`config.mk`:
```
export PLATFORM = sky130hd
export DESIGN_NAME = radius_attribute_walker_flat
export DESIGN_NICKNAME = d
export VERILOG_FILES = /design/src/rtl/core/raw_pkg.sv /design/src/rtl/core/raw_in_if.sv /design/src/rtl/core/raw_out_if.sv /design/src/rtl/core/radius_attribute_walker.sv /design/src/rtl/core/raw_core.sv /design/src/rtl/core/raw_res_fifo.sv /design/src/flat_wrapper.sv
export SDC_FILE = /design/constraint.sdc
export NUM_CORES = 1
export LEC_CHECK = 0
export ABC_AREA = 1
export ABC_CLOCK_PERIOD_IN_PS = 5440
export BUFFER_PORTS_ARGS = -buffer_cell sky130_fd_sc_hd__buf_2
export CAP_MARGIN = 40
export CORE_ASPECT_RATIO = 0.7
export CORE_MARGIN = 4
export CORE_UTILIZATION = 55
export DETAILED_ROUTE_END_ITERATION = 7
export GPL_TIMING_DRIVEN = 0
export PLACE_DENSITY_LB_ADDON = 0.3
export SYNTH_ARGS = -nofsm -noshare
export SYNTH_HDL_FRONTEND = slang
export SYNTH_SLANG_ARGS = --single-unit
```
`constraint.sdc`:
```
create_clock -name clk -period 5.44 [get_ports clk]
set_input_delay 0.272 -clock clk [delete_from_list [all_inputs] [get_ports clk]]
set_output_delay 0.272 -clock clk [all_outputs]
set_load 0.02 [all_outputs]
```
`src/rtl/core/raw_pkg.sv`:
```
// Shared types and constants for the RADIUS attribute walker.
package raw_pkg;

  localparam logic [1:0] KIND_ATTR = 2'd0;
  localparam logic [1:0] KIND_OK   = 2'd1;
  localparam logic [1:0] KIND_BAD  = 2'd2;

  localparam logic [15:0] HDR_LEN = 16'd20;
  localparam logic [7:0]  VSA_ID  = 8'd26;

  typedef struct packed {
    logic [1:0]  kind;
    logic [31:0] vendor_id;
    logic [7:0]  attr_id;
    logic [7:0]  attr_length;
    logic [15:0] value_offset;
    logic        run_last;
  } raw_res_t;

  // Results produced by one byte, handed to the result queue.
  typedef struct packed {
    logic [1:0] cnt;
    raw_res_t   res0;
    raw_res_t   res1;
  } raw_push_t;

endpackage

```
`src/rtl/core/raw_in_if.sv`:
```
// Byte input channel interface.
interface raw_in_if;
  logic       valid;
  logic       ready;
  logic [7:0] data_byte;
  logic       first_byte;

  modport source (output valid, data_byte, first_byte, input ready);
  modport sink (input valid, data_byte, first_byte, output ready);
endinterface

```
`src/rtl/core/raw_out_if.sv`:
```
// Result channel interface.
interface raw_out_if;
  logic        valid;
  logic        ready;
  logic [1:0]  kind;
  logic [31:0] vendor_id;
  logic [7:0]  attr_id;
  logic [7:0]  attr_length;
  logic [15:0] value_offset;
  logic        run_last;

  modport source (output valid, kind, vendor_id, attr_id, attr_length, value_offset,
                  run_last, input ready);
  modport sink (input valid, kind, vendor_id, attr_id, attr_length, value_offset,
                run_last, output ready);
endinterface

```
`src/rtl/core/radius_attribute_walker.sv`:
```
// Top level of the byte-serial RADIUS attribute walker.
//
//   channel  dir  beat
//   in_ch    in   one packet byte, first_byte marks packet offset 0
//   out_ch   out  one result: attribute, packet ok or packet malformed
//
// One byte is taken per cycle unless input stalls; it is held in the input register and
// its results (zero, one or two) land in a four-entry result queue.
// Input stalls only while the queue holds more than two results.
// rst_n is synchronous; it empties the queue and idles the parser until a
// first byte arrives.
module radius_attribute_walker
  import raw_pkg::*;
(
  input  logic      clk,
  input  logic      rst_n,
  raw_in_if.sink    in_ch,
  raw_out_if.source out_ch
);

  raw_push_t push;
  logic      room;

  raw_core u_core (
    .clk   (clk),
    .rst_n (rst_n),
    .in_ch (in_ch),
    .room  (room),
    .push  (push)
  );

  raw_res_fifo u_fifo (
    .clk    (clk),
    .rst_n  (rst_n),
    .push   (push),
    .room   (room),
    .out_ch (out_ch)
  );

endmodule

```
`src/rtl/core/raw_core.sv`:
```
// Input register and per-byte header/attribute parse state.
module raw_core
  import raw_pkg::*;
(
  input  logic       clk,
  input  logic       rst_n,
  raw_in_if.sink     in_ch,
  input  logic       room,
  output raw_push_t  push
);

  localparam logic [1:0] PH_IDLE   = 2'd0;
  localparam logic [1:0] PH_HEADER = 2'd1;
  localparam logic [1:0] PH_ATTR   = 2'd2;
  localparam logic [1:0] PH_DONE   = 2'd3;

  logic        in_vld_r;
  logic [7:0]  in_byte_r;
  logic        in_first_r;

  logic [15:0] bp_r, bp_nxt;
  logic [15:0] tl_r, tl_nxt;
  logic [15:0] br_r, br_nxt;
  logic [1:0]  ph_r, ph_nxt;
  logic [7:0]  idx_r, idx_nxt;
  logic [7:0]  aid_r, aid_nxt;
  logic [7:0]  alen_r, alen_nxt;
  logic [31:0] vacc_r, vacc_nxt;
  logic [7:0]  sid_r, sid_nxt;

  logic        take;
  logic        active;
  logic        vsa;
  logic        bad;
  logic        do_rep;
  logic [31:0] rep_vend;
  logic [7:0]  rep_id;
  logic [7:0]  rep_len;
  logic [7:0]  rep_skip;
  logic [7:0]  b;
  logic [1:0]  n;
  raw_res_t    r0, r1;

  assign take = in_vld_r && room;
  assign in_ch.ready = !in_vld_r || room;
  assign b = in_byte_r;

  always_ff @(posedge clk) begin
    if (!rst_n) begin
      in_vld_r <= 1'b0;
    end else if (in_ch.ready) begin
      in_vld_r <= in_ch.valid;
    end
    if (in_ch.ready && in_ch.valid) begin
      in_byte_r  <= in_ch.data_byte;
      in_first_r <= in_ch.first_byte;
    end
  end

  always_comb begin
    bp_nxt   = bp_r;
    tl_nxt   = tl_r;
    br_nxt   = br_r;
    ph_nxt   = ph_r;
    idx_nxt  = idx_r;
    aid_nxt  = aid_r;
    alen_nxt = alen_r;
    vacc_nxt = vacc_r;
    sid_nxt  = sid_r;
    n        = 2'd0;
    r0       = '0;
    r1       = '0;
    active   = 1'b0;
    bad      = 1'b0;
    do_rep   = 1'b0;
    rep_vend = '0;
    rep_id   = '0;
    rep_len  = '0;
    rep_skip = '0;
    vsa      = (aid_r == VSA_ID);
    if (take) begin
      active = 1'b1;
      if (in_first_r) begin
        bp_nxt   = '0;
        tl_nxt   = '0;
        br_nxt   = '0;
        ph_nxt   = PH_HEADER;
        idx_nxt  = '0;
        aid_nxt  = '0;
        alen_nxt = '0;
        vacc_nxt = '0;
        sid_nxt  = '0;
      end else if (ph_r == PH_IDLE || ph_r == PH_DONE) begin
        active = 1'b0;
      end else begin
        bp_nxt = 16'(bp_r + 16'd1);
      end
    end
    if (active) begin
      if (ph_nxt == PH_HEADER) begin
        if (bp_nxt == 16'd2) begin
          tl_nxt = {b, 8'h00};
        end else if (bp_nxt == 16'd3) begin
          tl_nxt = {tl_r[15:8], b};
          if (tl_nxt < HDR_LEN) begin
            bad = 1'b1;
          end
        end else if (bp_nxt == HDR_LEN - 16'd1) begin
          br_nxt = 16'(tl_r - HDR_LEN);
          if (br_nxt < 16'd2) begin
            r0.kind     = KIND_OK;
            r0.run_last = 1'b1;
            n           = 2'd1;
            ph_nxt      = PH_DONE;
          end else begin
            ph_nxt  = PH_ATTR;
            idx_nxt = '0;
          end
        end
      end else if (idx_r == 8'd0) begin
        aid_nxt = b;
        idx_nxt = 8'd1;
      end else if (idx_r == 8'd1) begin
        alen_nxt = b;
        if (br_r < {8'h00, b} || b < 8'd2) begin
          bad = 1'b1;
        end else begin
          br_nxt = 16'(br_r - {8'h00, b});
          if (!vsa) begin
            do_rep   = 1'b1;
            rep_vend = '0;
            rep_id   = aid_r;
            rep_len  = b;
            rep_skip = 8'd2;
          end else if (b < 8'd8) begin
            bad = 1'b1;
          end else begin
            vacc_nxt = '0;
            idx_nxt  = 8'd2;
          end
        end
      end else if (vsa && idx_r < 8'd8) begin
        if (idx_r <= 8'd5) begin
          vacc_nxt = {vacc_r[23:0], b};
          idx_nxt  = 8'(idx_r + 8'd1);
        end else if (idx_r == 8'd6) begin
          sid_nxt = b;
          idx_nxt = 8'd7;
        end else if (b != 8'(alen_r - 8'd6)) begin
          bad = 1'b1;
        end else begin
          do_rep   = 1'b1;
          rep_vend = vacc_r;
          rep_id   = sid_r;
          rep_len  = b;
          rep_skip = 8'd8;
        end
      end else if (({1'b0, idx_r} + 9'd1) >= {1'b0, alen_r}) begin
        // last value byte of this attribute
        idx_nxt = '0;
      end else begin
        idx_nxt = 8'(idx_r + 8'd1);
      end

      if (bad) begin
        r0.kind     = KIND_BAD;
        r0.run_last = 1'b1;
        n           = 2'd1;
        ph_nxt      = PH_DONE;
      end else if (do_rep) begin
        r0.kind         = KIND_ATTR;
        r0.vendor_id    = rep_vend;
        r0.attr_id      = rep_id;
        r0.attr_length  = rep_len;
        r0.value_offset = 16'(bp_nxt + 16'd1);
        if (br_nxt < 16'd2) begin
          r1.kind     = KIND_OK;
          r1.run_last = 1'b1;
          n           = 2'd2;
          ph_nxt      = PH_DONE;
        end else begin
          r0.run_last = 1'b1;
          n           = 2'd1;
          idx_nxt     = (alen_nxt == rep_skip) ? 8'd0 : rep_skip;
        end
      end
    end
  end

  assign push.cnt  = n;
  assign push.res0 = r0;
  assign push.res1 = r1;

  always_ff @(posedge clk) begin
    if (!rst_n) begin
      bp_r   <= '0;
      tl_r   <= '0;
      br_r   <= '0;
      ph_r   <= PH_IDLE;
      idx_r  <= '0;
      aid_r  <= '0;
      alen_r <= '0;
      vacc_r <= '0;
      sid_r  <= '0;
    end else begin
      bp_r   <= bp_nxt;
      tl_r   <= tl_nxt;
      br_r   <= br_nxt;
      ph_r   <= ph_nxt;
      idx_r  <= idx_nxt;
      aid_r  <= aid_nxt;
      alen_r <= alen_nxt;
      vacc_r <= vacc_nxt;
      sid_r  <= sid_nxt;
    end
  end

endmodule

```
`src/rtl/core/raw_res_fifo.sv`:
```
// Four-entry result queue taking up to two results per cycle.
module raw_res_fifo
  import raw_pkg::*;
(
  input  logic       clk,
  input  logic       rst_n,
  input  raw_push_t  push,
  output logic       room,
  raw_out_if.source  out_ch
);

  raw_res_t   mem [4];
  logic [1:0] wr_ptr_r, wr_ptr_nxt;
  logic [1:0] rd_ptr_r, rd_ptr_nxt;
  logic [2:0] cnt_r, cnt_nxt;
  logic       pop;
  raw_res_t   head;

  assign room = (cnt_r <= 3'd2);
  assign pop  = out_ch.valid && out_ch.ready;
  assign head = mem[rd_ptr_r];

  assign out_ch.valid        = (cnt_r != 3'd0);
  assign out_ch.kind         = head.kind;
  assign out_ch.vendor_id    = head.vendor_id;
  assign out_ch.attr_id      = head.attr_id;
  assign out_ch.attr_length  = head.attr_length;
  assign out_ch.value_offset = head.value_offset;
  assign out_ch.run_last     = head.run_last;

  assign wr_ptr_nxt = 2'(wr_ptr_r + push.cnt);
  assign rd_ptr_nxt = 2'(rd_ptr_r + {1'b0, pop});
  assign cnt_nxt    = 3'(cnt_r + {1'b0, push.cnt} - {2'b00, pop});

  always_ff @(posedge clk) begin
    if (push.cnt != 2'd0) begin
      mem[wr_ptr_r] <= push.res0;
    end
    if (push.cnt == 2'd2) begin
      mem[2'(wr_ptr_r + 2'd1)] <= push.res1;
    end
  end

  always_ff @(posedge clk) begin
    if (!rst_n) begin
      wr_ptr_r <= '0;
      rd_ptr_r <= '0;
      cnt_r    <= '0;
    end else begin
      wr_ptr_r <= wr_ptr_nxt;
      rd_ptr_r <= rd_ptr_nxt;
      cnt_r    <= cnt_nxt;
    end
  end

endmodule

```
`src/flat_wrapper.sv`:
```
// flat-port wrapper written by rule: the top's interface ports become plain ports
module radius_attribute_walker_flat import raw_pkg::*;
  (clk, rst_n, in_ch_valid, in_ch_data_byte, in_ch_first_byte, in_ch_ready, out_ch_valid, out_ch_kind, out_ch_vendor_id, out_ch_attr_id, out_ch_attr_length, out_ch_value_offset, out_ch_run_last, out_ch_ready);
  raw_in_if in_ch_i ();
  raw_out_if out_ch_i ();
  input  logic clk;
  input  logic rst_n;
  input wire logic [$bits(in_ch_i.valid)-1:0] in_ch_valid;
  input wire logic [$bits(in_ch_i.data_byte)-1:0] in_ch_data_byte;
  input wire logic [$bits(in_ch_i.first_byte)-1:0] in_ch_first_byte;
  output wire logic [$bits(in_ch_i.ready)-1:0] in_ch_ready;
  output wire logic [$bits(out_ch_i.valid)-1:0] out_ch_valid;
  output wire logic [$bits(out_ch_i.kind)-1:0] out_ch_kind;
  output wire logic [$bits(out_ch_i.vendor_id)-1:0] out_ch_vendor_id;
  output wire logic [$bits(out_ch_i.attr_id)-1:0] out_ch_attr_id;
  output wire logic [$bits(out_ch_i.attr_length)-1:0] out_ch_attr_length;
  output wire logic [$bits(out_ch_i.value_offset)-1:0] out_ch_value_offset;
  output wire logic [$bits(out_ch_i.run_last)-1:0] out_ch_run_last;
  input wire logic [$bits(out_ch_i.ready)-1:0] out_ch_ready;
  assign in_ch_i.valid = in_ch_valid;
  assign in_ch_i.data_byte = in_ch_data_byte;
  assign in_ch_i.first_byte = in_ch_first_byte;
  assign in_ch_ready = in_ch_i.ready;
  assign out_ch_valid = out_ch_i.valid;
  assign out_ch_kind = out_ch_i.kind;
  assign out_ch_vendor_id = out_ch_i.vendor_id;
  assign out_ch_attr_id = out_ch_i.attr_id;
  assign out_ch_attr_length = out_ch_i.attr_length;
  assign out_ch_value_offset = out_ch_i.value_offset;
  assign out_ch_run_last = out_ch_i.run_last;
  assign out_ch_i.ready = out_ch_ready;
  radius_attribute_walker u_core (.clk(clk), .rst_n(rst_n), .in_ch(in_ch_i), .out_ch(out_ch_i));
endmodule
```
==> Word level (Yosys, flattened, before mapping) <==
Memory sizes are Yosys's and may differ from the RTL's. A register that Yosys moved wholly into a read port is not among the register bits.
Index checks and enable logic that the tools add are counted.
{ "op_classes": {"muxes": 179, "n_addsub": 12, "reduce_logical": 12, "magnitude_cmp": 10, "n_eq_ne": 12} }
{ "ops": {"columns": ["op", "count"], "rows": [
  ["32-bit 2-to-1 mux", 18],
  ["8-bit 2-to-1 mux", 64],
  ["16-bit 2-to-1 mux", 20],
  ["67-bit 2-to-1 mux", 2],
  ["64-bit 2-to-1 mux", 1],
  ["1-bit 2-to-1 mux", 52],
  ["2-bit 2-to-1 mux", 18],
  ["16-bit by 1-bit adder with 16-bit output (second input constant)", 2],
  ["16-bit by 2-bit == test with 1-bit output (second input constant)", 2],
  ["16-bit by 2-bit less-than comparator with 1-bit output (second input constant)", 2],
  ["16-bit by 5-bit == test with 1-bit output (second input constant)", 1],
  ["16-bit by 5-bit less-than comparator with 1-bit output (second input constant)", 1],
  ["16-bit by 8-bit less-than comparator with 1-bit output", 1],
  ["8-bit by 4-bit less-than comparator with 1-bit output (second input constant)", 2],
  ["4-bit 2-to-1 mux", 4],
  ["16-bit by 5-bit subtractor with 16-bit output (second input constant)", 1],
  ["16-bit by 8-bit subtractor with 16-bit output", 1],
  ["8-bit by 1-bit adder with 9-bit output (second input constant)", 1],
  ["9-bit by 8-bit greater-or-equal comparator with 1-bit output", 1],
  ["8-bit by 1-bit adder with 8-bit output (second input constant)", 1],
  ["8-bit by 1-bit == test with 1-bit output (second input constant)", 1],
  ["8-bit by 3-bit == test with 1-bit output (second input constant)", 1],
  ["8-bit by 5-bit == test with 1-bit output (second input constant)", 1],
  ["8-bit == test", 1],
  ["other kinds (20)", 26]
]} }
{ "totals": {"word_cells": 242, "mem_bits_rw": 268, "n_memories": 1, "regBits": 131, "out_inout_bits": 69, "input_bits": 13} }
{ "mem_list": {"columns": ["memory", "words", "word_bits", "read_ports", "rd_ports_with_merged_regs", "write_ports", "line", "text"], "rows": [
  ["u_core.u_fifo.mem", 4, 67, 1, 1, 2, "raw_res_fifo.sv:12", "raw_res_t mem [4];"]
]} }

==> Longest topological paths before layout <==
Gate-level depths: netlist of run 1.
{ "depth": {"word_depth": 19, "ltp_mapped": 29, "ltp_nobuf": 28} }

==> By module <==
A second synthesis of run 1 with hierarchy kept.
{ "unflattened": {"hier_cells": 3014, "area_unflattened_um2": 23740.3} }
{ "by_module_without_submodules": {"columns": ["mod", "seq_area_each_um2", "area_per_inst_um2", "cells_each", "instances"], "rows": [
  ["raw_res_fifo", 8187.9, 13260.2, 1371, 1],
  ["raw_core", 2572.5, 10480.1, 1643, 1]
]} }

==> Worst setup path after synthesis of run 1 <==
OpenSTA, ideal clock, no wires.
{ "synth_timing": {"path_type": "register to register", "start": "register u_core.u_fifo.cnt_r[0]", "end": "register u_core.u_fifo.cnt_r[2]", "setup_ns": 0.120, "path_buffers": 3, "period_less_slack_ns": 4.183, "path_slack_ns": 1.257, "required_ns": 5.320, "arrival_ns": 4.063, "stages_incl_launch_ff": 30, "cell_sequence": "dfxtp_1 -> nand2_1 -> nand3_4 -> nor2_8 -> inv_4 -> buf_6 -> buf_2 -> o21ai_0 -> a21oi_1 -> ha_1 -> nand3_1 -> nor3_4 -> nand3_4 -> buf_4 -> nand2_1 -> nand3_1 -> nand2_1 -> nor2_1 -> nand2_1 -> nor2_2 -> nand2_4 -> nand2_1 -> nand2_2 -> nand2_4 -> ha_1 -> inv_1 -> ha_1 -> fa_1 -> o21ai_0 -> a21oi_1"} }
{ "synth_via": {"elab_chain_len": 16, "word_cells_on_any_way": 37, "cone_classes": "add/sub (2); order compare (2); eq/ne (4); mux (26); reduce/logical (3)"} }
{ "synth_rtl": {"columns": ["element", "line", "text"], "rows": [
  ["start: declaration", "raw_res_fifo.sv:15", "logic [2:0] cnt_r, cnt_nxt;"],
  ["start signal: assignment", "raw_res_fifo.sv:52", "cnt_r <= cnt_nxt;"],
  ["3-bit by 2-bit less-or-equal comparator with 1-bit output *", "raw_res_fifo.sv:19", "assign room = (cnt_r <= 3'd2);"],
  ["1-bit logical AND *", "raw_core.sv:44", "assign take = in_vld_r && room;"],
  ["16-bit 2-to-1 mux *", "raw_core.sv:81", "if (take) begin"],
  ["named net u_core.u_core.bp_nxt[1]", "raw_core.sv:21", "logic [15:0] bp_r, bp_nxt;"],
  ["16-bit by 5-bit == test with 1-bit output", "raw_core.sv:108", "end else if (bp_nxt == HDR_LEN - 16'd1) begin"],
  ["16-bit 2-to-1 mux", "raw_core.sv:108", null],
  ["16-bit 2-to-1 mux", "raw_core.sv:103", "end else if (bp_nxt == 16'd3) begin"],
  ["16-bit 2-to-1 mux", "raw_core.sv:101", "if (bp_nxt == 16'd2) begin"],
  ["16-bit 2-to-1 mux", "raw_core.sv:100", "if (ph_nxt == PH_HEADER) begin"],
  ["16-bit 2-to-1 mux", "raw_core.sv:99", "if (active) begin"],
  ["16-bit by 2-bit less-than comparator with 1-bit output", "raw_core.sv:176", "if (br_nxt < 16'd2) begin"],
  ["2-bit 2-to-1 mux", "raw_core.sv:176", null],
  ["2-bit 2-to-1 mux", "raw_core.sv:170", "end else if (do_rep) begin"],
  ["2-bit 2-to-1 mux *", "raw_core.sv:165", "if (bad) begin"],
  ["2-bit 2-to-1 mux *", "raw_core.sv:99", null],
  ["3-bit by 2-bit adder with 3-bit output *", "raw_res_fifo.sv:33", "assign cnt_nxt = 3'(cnt_r + {1'b0, push.cnt} - {2'b00, pop});"],
  ["3-bit by 1-bit subtractor with 3-bit output *", "raw_res_fifo.sv:33", null]
]} }
The timed path passes the listed nets; every way through them passes the cells marked *. The select of a mux whose other input is x is not followed.
A chain may end at the register's enable or synchronous reset.

==> results of run 1 <==
## through the flow
step / instances / hold WS [ns] / setup WS (ns)
after detailed placement: 4097 / 0.451 / 0.236
after global routing: 4186 / 0.379 / 0.00681
after CTS: 4179 / 0.325 / 0.214
final: 4186 / 0.398 / 0.161
after global placement: 4094 / 0.452 / 0.238
after floorplan: 3469 / 0.371 / 1.26
## flip-flops by register name (all words and copies together), names as in the netlist, 2 cells and up
register	cells
u_core.u_core.tl_r	16
u_core.u_core.sid_r	8
u_core.u_fifo.wr_ptr_r	2
u_core.u_fifo.mem	268
u_core.u_core.b	8
u_core.u_core.aid_r	8
u_core.u_core.bp_r	16
u_core.u_core.ph_r	2
u_core.u_fifo.cnt_r	3
u_core.u_core.vacc_r	32
u_core.u_fifo.rd_ptr_r	2
u_core.u_core.br_r	16
u_core.u_core.idx_r	8
u_core.u_core.alen_r	8
## critical path, stage by stage, from the launching register on
cell and delay [ns]:
edfxtp_1 0.71, inv_1 0.40, ha_1 0.47, a21oi_1 0.33
inv_1 0.07, nor2_1 0.22, nand3_1 0.13, nand2_1 0.17
inv_2 0.08, nand2_1 0.19, buf_2 0.28, nand2_1 0.08
nand3_1 0.08, nand2_1 0.09, nor2_1 0.11, nand2_1 0.11
nor2_2 0.16, nand2_4 0.10, nor2_4 0.21, nand3_1 0.51
clkbuf_1 0.44, nand2_1 0.16, nor2_1 0.05
## per-layer routing
layer  wire length [um]  part of all wire [%]  vias up  GRT usage, %
li1                   -                     -    11900             -
met1              34600                    41    11700          53.7
met2              32500                    39     1896          49.8
met3              13600                    16      207          9.93
met4               3020                   3.6        0          11.4
met5                  0                     0        -             0
## cells by family after synthesis
kind of cell	after synthesis
compound gates	795
xor+xnor	39
fa+ha+maj	35
buf+inv	529
flops	399
mux	3
simple gates	1669
## cells in the mapped netlist (all sizes together) (2+ instances only)
cell type,n
nand2,637
nor2,532
nand3,402
dfxtp,382
a21oi,371
inv,271
o21ai,264
clkbuf,161
buf,92
o22ai,65
nand4,37
ha,33
nor3,30
a211oi,25
xor2,25
a221oi,24
edfxtp,17
xnor2,14
or2,13
o211ai,10
nor4,8
a31oi,7
a22oi,6
nand3b,6
o32ai,6
clkinv,5
o31ai,4
a22o,3
mux2,3
a2bb2oi,2
and2,2
fa,2
## what timing repair did
action	4_1_cts	5_1_grt
setup buffers	0	7
setup endpoints to repair	0	161
hold endpoints to repair	10	0
resized for setup	0	4
hold buffers	10	0
## path summary, 6_finish.rpt
path | startpoint | end | slack, ns | cells past startpoint
worst min-delay path | rst_n | u_core.u_core.vacc_r[27]$_SDFF_PN0_ | 0.40 | 4
worst max register to register | u_core.u_core.b[7]$_DFFE_PP_ | u_core.u_fifo.mem[3][20]$_SDFFE_PP0N_ | 0.16 | 22
worst max-delay path | u_core.u_core.b[7]$_DFFE_PP_ | u_core.u_fifo.mem[3][20]$_SDFFE_PP0N_ | 0.16 | 22
worst min register to register | u_core.u_fifo.mem[1][2]$_SDFFE_PP0N_ | u_core.u_fifo.mem[1][2]$_SDFFE_PP0N_ | 0.48 | 2
## final cells by class
cell class	instances	area, sq um	share of cell area [%]
sequential	399	8160	32.1
buffer	252	1250	4.90
inverter	276	1040	4.09
clock buffer	62	1190	4.67
multi-input combinational	2541	12400	48.8
timing repair buffer	102	589	2.32
tap	544	681	2.68
clock inverter	10	130	0.511
## power groups by stage
stage	registers, mW	clock network [mW]	logic [mW]
2_1_floorplan	3.36	0	2.29
5_1_grt	3.39	2.98	3.83
4_1_cts	3.36	2.87	3.43
3_3_place_gp	3.41	0	3.39
3_5_place_dp	3.42	0	3.41
6_report	3.37	2.87	3.53
==> summary.md, run 1 <==
| Metric | Value |
|---|---|
| Status | completed |
| Die Footprint | between 40000 and 50000 sq um |
| Setup crit end kind | register |
| Global-route usage over all layers | a little over a third |
| Fin area | ~25000 sq um |
| Sw Ratio | between 40% and 50% |
| Most common cell after layout, fill and taps aside | nand2_1 |
| Clock Power Share | 29.4% |
| Post-Synthesis Cells | about 3500 |
| #FFs+latches synth | between 300 and 400 |
| Startpoint types | register |
| Static Leak | between 10 and 15 nW |
| Placed wire-length estimate | around 61 mm |
| DR WL/cell | approximately 20 um |
| Synth Area in XOR/XNOR | 1.50% |
| Mapped Nets | 3517 |
| Fin. max-slew vios | 0 |
| Setup Viol. Count Final | 0 |
| TritonCTS sink count | 399 |
| Cts bufs inserted | 42 |
| Util after Layout | between 60% and 70% |
| Worst slew pin tran | around 0.94 ns |
| CTS tree | yes |
| Main synth FF type | dfxtp_1 |
| First-pass GRT wire length | between 100 and 150 mm |
| Seq pwr share | 34.5% |
| Largest net degree at the start of global routing | 14 |
| Synth area leaders | dfxtp_1, nand2_1, nand3_1 |
| Seq/Total Area, Yosys | between 30% and 40% |
| Row count | slightly above 60 |
| Post-synthesis cell type with the largest combined area | dfxtp_1 |
| Combinational share of power | about 36% |
| CTS clk-pin slew, worst paths | roughly 0.060 ns |
| Initial DRC count | slightly above 4000 |
| Drt pass-1 iters | 6 |
| Placed Area | roughly 24000 sq um |
| Vias in the first global route | 22400 |
| Slew margin rel. | 37.4% |
| Initial antenna violation count | 0 |
| Combinational family with the most area after synthesis | simple AND/OR/NAND/NOR gates |
| Fillers | approximately 3900 |
| Via density | roughly 6.1 |
| Core Region | approximately 40000 sq um |
| # IOs | between 80 and 90 |
| Sw Pwr | between 3 and 4 mW |
| Residual DRC | 0 |
| Most frequent cells in the layout | nand2_1, nor2_1, nand3_1 |
| Die height | 179 um |
| Maximum vdd drop | about 0.41 mV |
| Fin. Hold Viols | 0 |
| Worst Skew | between 0.04 and 0.05 ns |
| Share of layout cells above drive strength 1 | between 8 and 9% |
| Post-Syn Area | around 23000 sq um |
| Worst Hold Class | in -> reg |
| # diodes | 0 |
| Asr flop ratio synth | 0% |
| Clock buffer depth | 3 |
| Compound-cell area share of the yosys netlist | a little under a fifth |
| Post-synthesis mux area share | less than 1% |
| Initial Util | about 56% |
| Pwr/cell area | ~380 nW/um^2 |
| EDFF count, synth | 17 |
| Routability cong. | around 1 |
| Maxcap violations | 0 |
| Die W | between 200 and 300 um |
| CTS root buf | clkbuf_16 |
| Setup repair after global routing missed its margin | no |
| CP arrival | between 5 and 6 ns |
| IO Port Bufs | about 80 |
| Fin crit share | between 90% and 100% |
| Post-layout nets | about 3700 |
| Worst path required time | between 5 and 6 ns |
| Setup TNS | 0 ns |
| Internal power | a little under 6 mW |
| Overflow after GRT | 0 |
| Adder-Cell Fraction of Synth Area | 1.98% |
| WL final | ~84 mm |
| Cell variety after synth | 60 |
| DR vias | 25600 |
| Syn_area_per_cell | about 6.6 sq um |
| Crit path time final | 5.28 ns |
| Post-synthesis simple-gate area fraction | 31.6% |
| Worst-path fanout max | 10 |
| P&R area growth vs syn | 11.4% |
| Max Fclk | 189 MHz |
| Syn. warnings | 0 |
| Top-area cell type share of the netlist area | 33.5% |
| Crit Path Category | reg -> reg |
| Remaining antenna violation count | 0 |
| H-tree levels | 2 |
| Worst-skew pair later-pin latency | about 0.58 ns |
| Final Power | between 9 and 10 mW |
(Power assumes the default switching activity.)
==> run 2: changes to the inputs <==
Settings changed: CORE_UTILIZATION 55 to 39, PLACE_DENSITY set to 0.59, PLACE_DENSITY_LB_ADDON 0.3 to not set.
==> summary.md, run 2 (synthesis gave the netlist of run 1 again) <==
| Metric | Value |
|---|---|
| Setup crit end kind | register |
| Pwr/cell area | 389 nW/um^2 |
| Maximum vdd drop | 0.248 mV |
| Post-layout nets | roughly 3700 |
| Setup repair after global routing missed its margin | no |
| Crit path time final | between 5 and 6 ns |
| Worst slew pin tran | roughly 1.0 ns |
| Clock buffer depth | 3 |
| Reg2reg end | u_core.u_fifo.cnt_r[2]$_SDFF_PN0_ |
| Biggest register | u_core.u_fifo.mem |
| Largest registers | u_core.u_fifo.mem x268, u_core.u_core.vacc_r x32 |
| Worst Hold Class | in -> reg |
| Fin. max-slew vios | 0 |
| Overflow after GRT | 0 |
| Row count | 73 |
| Setup TNS | 0 ns |
| Remaining antenna violation count | 0 |
| # IOs | 82 |
| Internal reg-to-reg setup slack | approximately 0.30 ns |
| Placed wire-length estimate | 67.4 mm |
| IO Port Bufs | between 80 and 90 |
| Fin crit share | between 90% and 100% |
| Worst hold slack | between 0.3 and 0.4 ns |
| Hold path depth | 5 |
| Via density | about 5.7 |
| Pre-CTS WS | -0.0337 ns |
| Placed Area | roughly 24000 sq um |
| Cell chain of the critical path | inv_1 -> ha_1 -> nand4_1 -> nand3_1 -> nand2_1 -> nor2_1 -> inv_1 -> nor2_1 -> inv_1 -> nor2_1 -> inv_1 -> nand2_1 -> nand2_1 -> nand2_2 -> nand2_4 -> ha_1 -> inv_1 -> ha_1 -> fa_1 -> o21ai_0 -> a21oi_1 |
| Crit path largest cell delay | around 0.75 ns |
| FF-to-FF path depth | 21 |
| Slew margin rel. | 30.0% |
| WL final | slightly above 90 mm |
| Status | completed |
| Crit path max-delay cell type | edfxtp_1 |
| Hold path endpoint | u_core.u_fifo.rd_ptr_r[0]$_SDFF_PN0_ |
| CTS tree | yes |
| DR vias | around 25000 |
| Reg-to-Reg Start | u_core.u_core.b[4]$_DFFE_PP_ |
| Share of layout cells above drive strength 1 | between 8 and 9% |
| Fin. Hold Viols | 0 |
| CTS clk-pin slew, worst paths | approximately 0.060 ns |
| First-pass GRT wire length | between 100 and 150 mm |
| Die height | 211 um |
| Residual DRC | 0 |
| Max Fclk | roughly 190 MHz |
| Maxcap violations | 0 |
| Crit-path most repeated cell | inv_1 |
| CP arrival | around 5.6 ns |
| CTS root buf | clkbuf_16 |
| Static Leak | around 12 nW |
| Crit Path Category | reg -> reg |
| Initial Util | between 30% and 40% |
| Die Footprint | ~63000 sq um |
| TritonCTS sink count | around 400 |
| Core Region | between 50000 and 60000 sq um |
| Worst-skew pair later-pin latency | about 0.60 ns |
| Cts bufs inserted | 43 |
| Die W | ~300 um |
| Largest net degree at the start of global routing | 15 |
| Setup ws final | about 0.3 ns |
| Most frequent cells in the layout | nand2_1, nor2_1, nand3_1 |
| H-tree levels | 2 |
| Worst Skew | between 0.03 and 0.04 ns |
| Global-route usage over all layers | between 20 and 30% |
| Drt pass-1 iters | 5 |
| Worst-path fanout max | 7 |
| Vias in the first global route | about 22000 |
| DR WL/cell | about 21 um |
| Most common cell after layout, fill and taps aside | nand2_1 |
| Hold_sp | out_ch_ready |
| Startpoint types | register |
| # diodes | 0 |
| Max FFs per register | between 200 and 300 |
| Initial antenna violation count | 2 |
| Fin area | between 20000 and 30000 sq um |
| Worst path required time | between 5 and 6 ns |
| P&R area growth vs syn | 13.5% |
| Initial DRC count | 3430 |
| Routability cong. | 0.952 |
| Setup Viol. Count Final | 0 |
run 2: repair_timing:
action	in CTS	in global routing
gates resized for setup	1	2
hold endpoints to repair	10	0
hold buffers	10	0
pin swaps	0	1
endpoints found under the setup margin	19	208
buffers inserted	0	18
run 2: layout make-up:
type                    instances  area, sq um
plain buffers                 251         1240
clock buffers                  57         1190
clock inverters                20          225
fillers                      6121        31400
inverters                     276         1040
multi-input cells            2541        12400
flip-flops and latches        399         8160
well taps                     750          938
repair buffers                115          721
run 2: per-layer routing:
layer | GRT usage (%) | wire (um) | up-vias
met2 | 38.7 | 35600 | 1362
met4 | 6.96 | 2060 | 0
met1 | 44.2 | 43400 | 11700
li1 | - | - | 11900
met3 | 7.02 | 11300 | 127
met5 | 0 | 0 | -
run 2: stage by stage:
step	util, %	total power [mW]	instances
6_report	45.2	10.1	4409
5_1_grt	45.2	10.6	4409
4_1_cts	44.9	10.0	4392
3_5_place_dp	42.3	6.96	4305
3_3_place_gp	42.2	6.96	4300
2_1_floorplan	-	5.65	3469
run 2: worst max-delay path by stage:
stage	startpoint	end	slack (ns)	depth (start not counted)
floorplan	u_core.u_fifo.cnt_r[0]$_SDFF_PN0_	u_core.u_fifo.cnt_r[2]$_SDFF_PN0_	1.26	29
global route	u_core.u_core.b[4]$_DFFE_PP_	u_core.u_fifo.cnt_r[2]$_SDFF_PN0_	0.04	21
global placement	u_core.u_fifo.cnt_r[2]$_SDFF_PN0_	u_core.u_fifo.mem[2][11]$_SDFFE_PP0N_	-0.009	25
detailed placement	u_core.u_fifo.cnt_r[0]$_SDFF_PN0_	u_core.u_fifo.mem[2][11]$_SDFFE_PP0N_	-0.03	25
CTS	u_core.u_fifo.cnt_r[0]$_SDFF_PN0_	u_core.u_fifo.cnt_r[2]$_SDFF_PN0_	0.06	29
finish	u_core.u_core.b[4]$_DFFE_PP_	u_core.u_fifo.cnt_r[2]$_SDFF_PN0_	0.30	21
run 2: report_power, final:
group / switching (mW) / internal [mW]
clock network: 1.34 / 1.73
registers: 0.180 / 3.18
logic: 2.59 / 1.06
run 2: critical path, delay by kind of cell (launching register included):
family | cells | cell delay, ns
compound gates | 2 | 0.22
buf+inv | 5 | 0.93
fa+ha+maj | 4 | 1.37
flops | 1 | 0.75
simple gates | 10 | 1.74
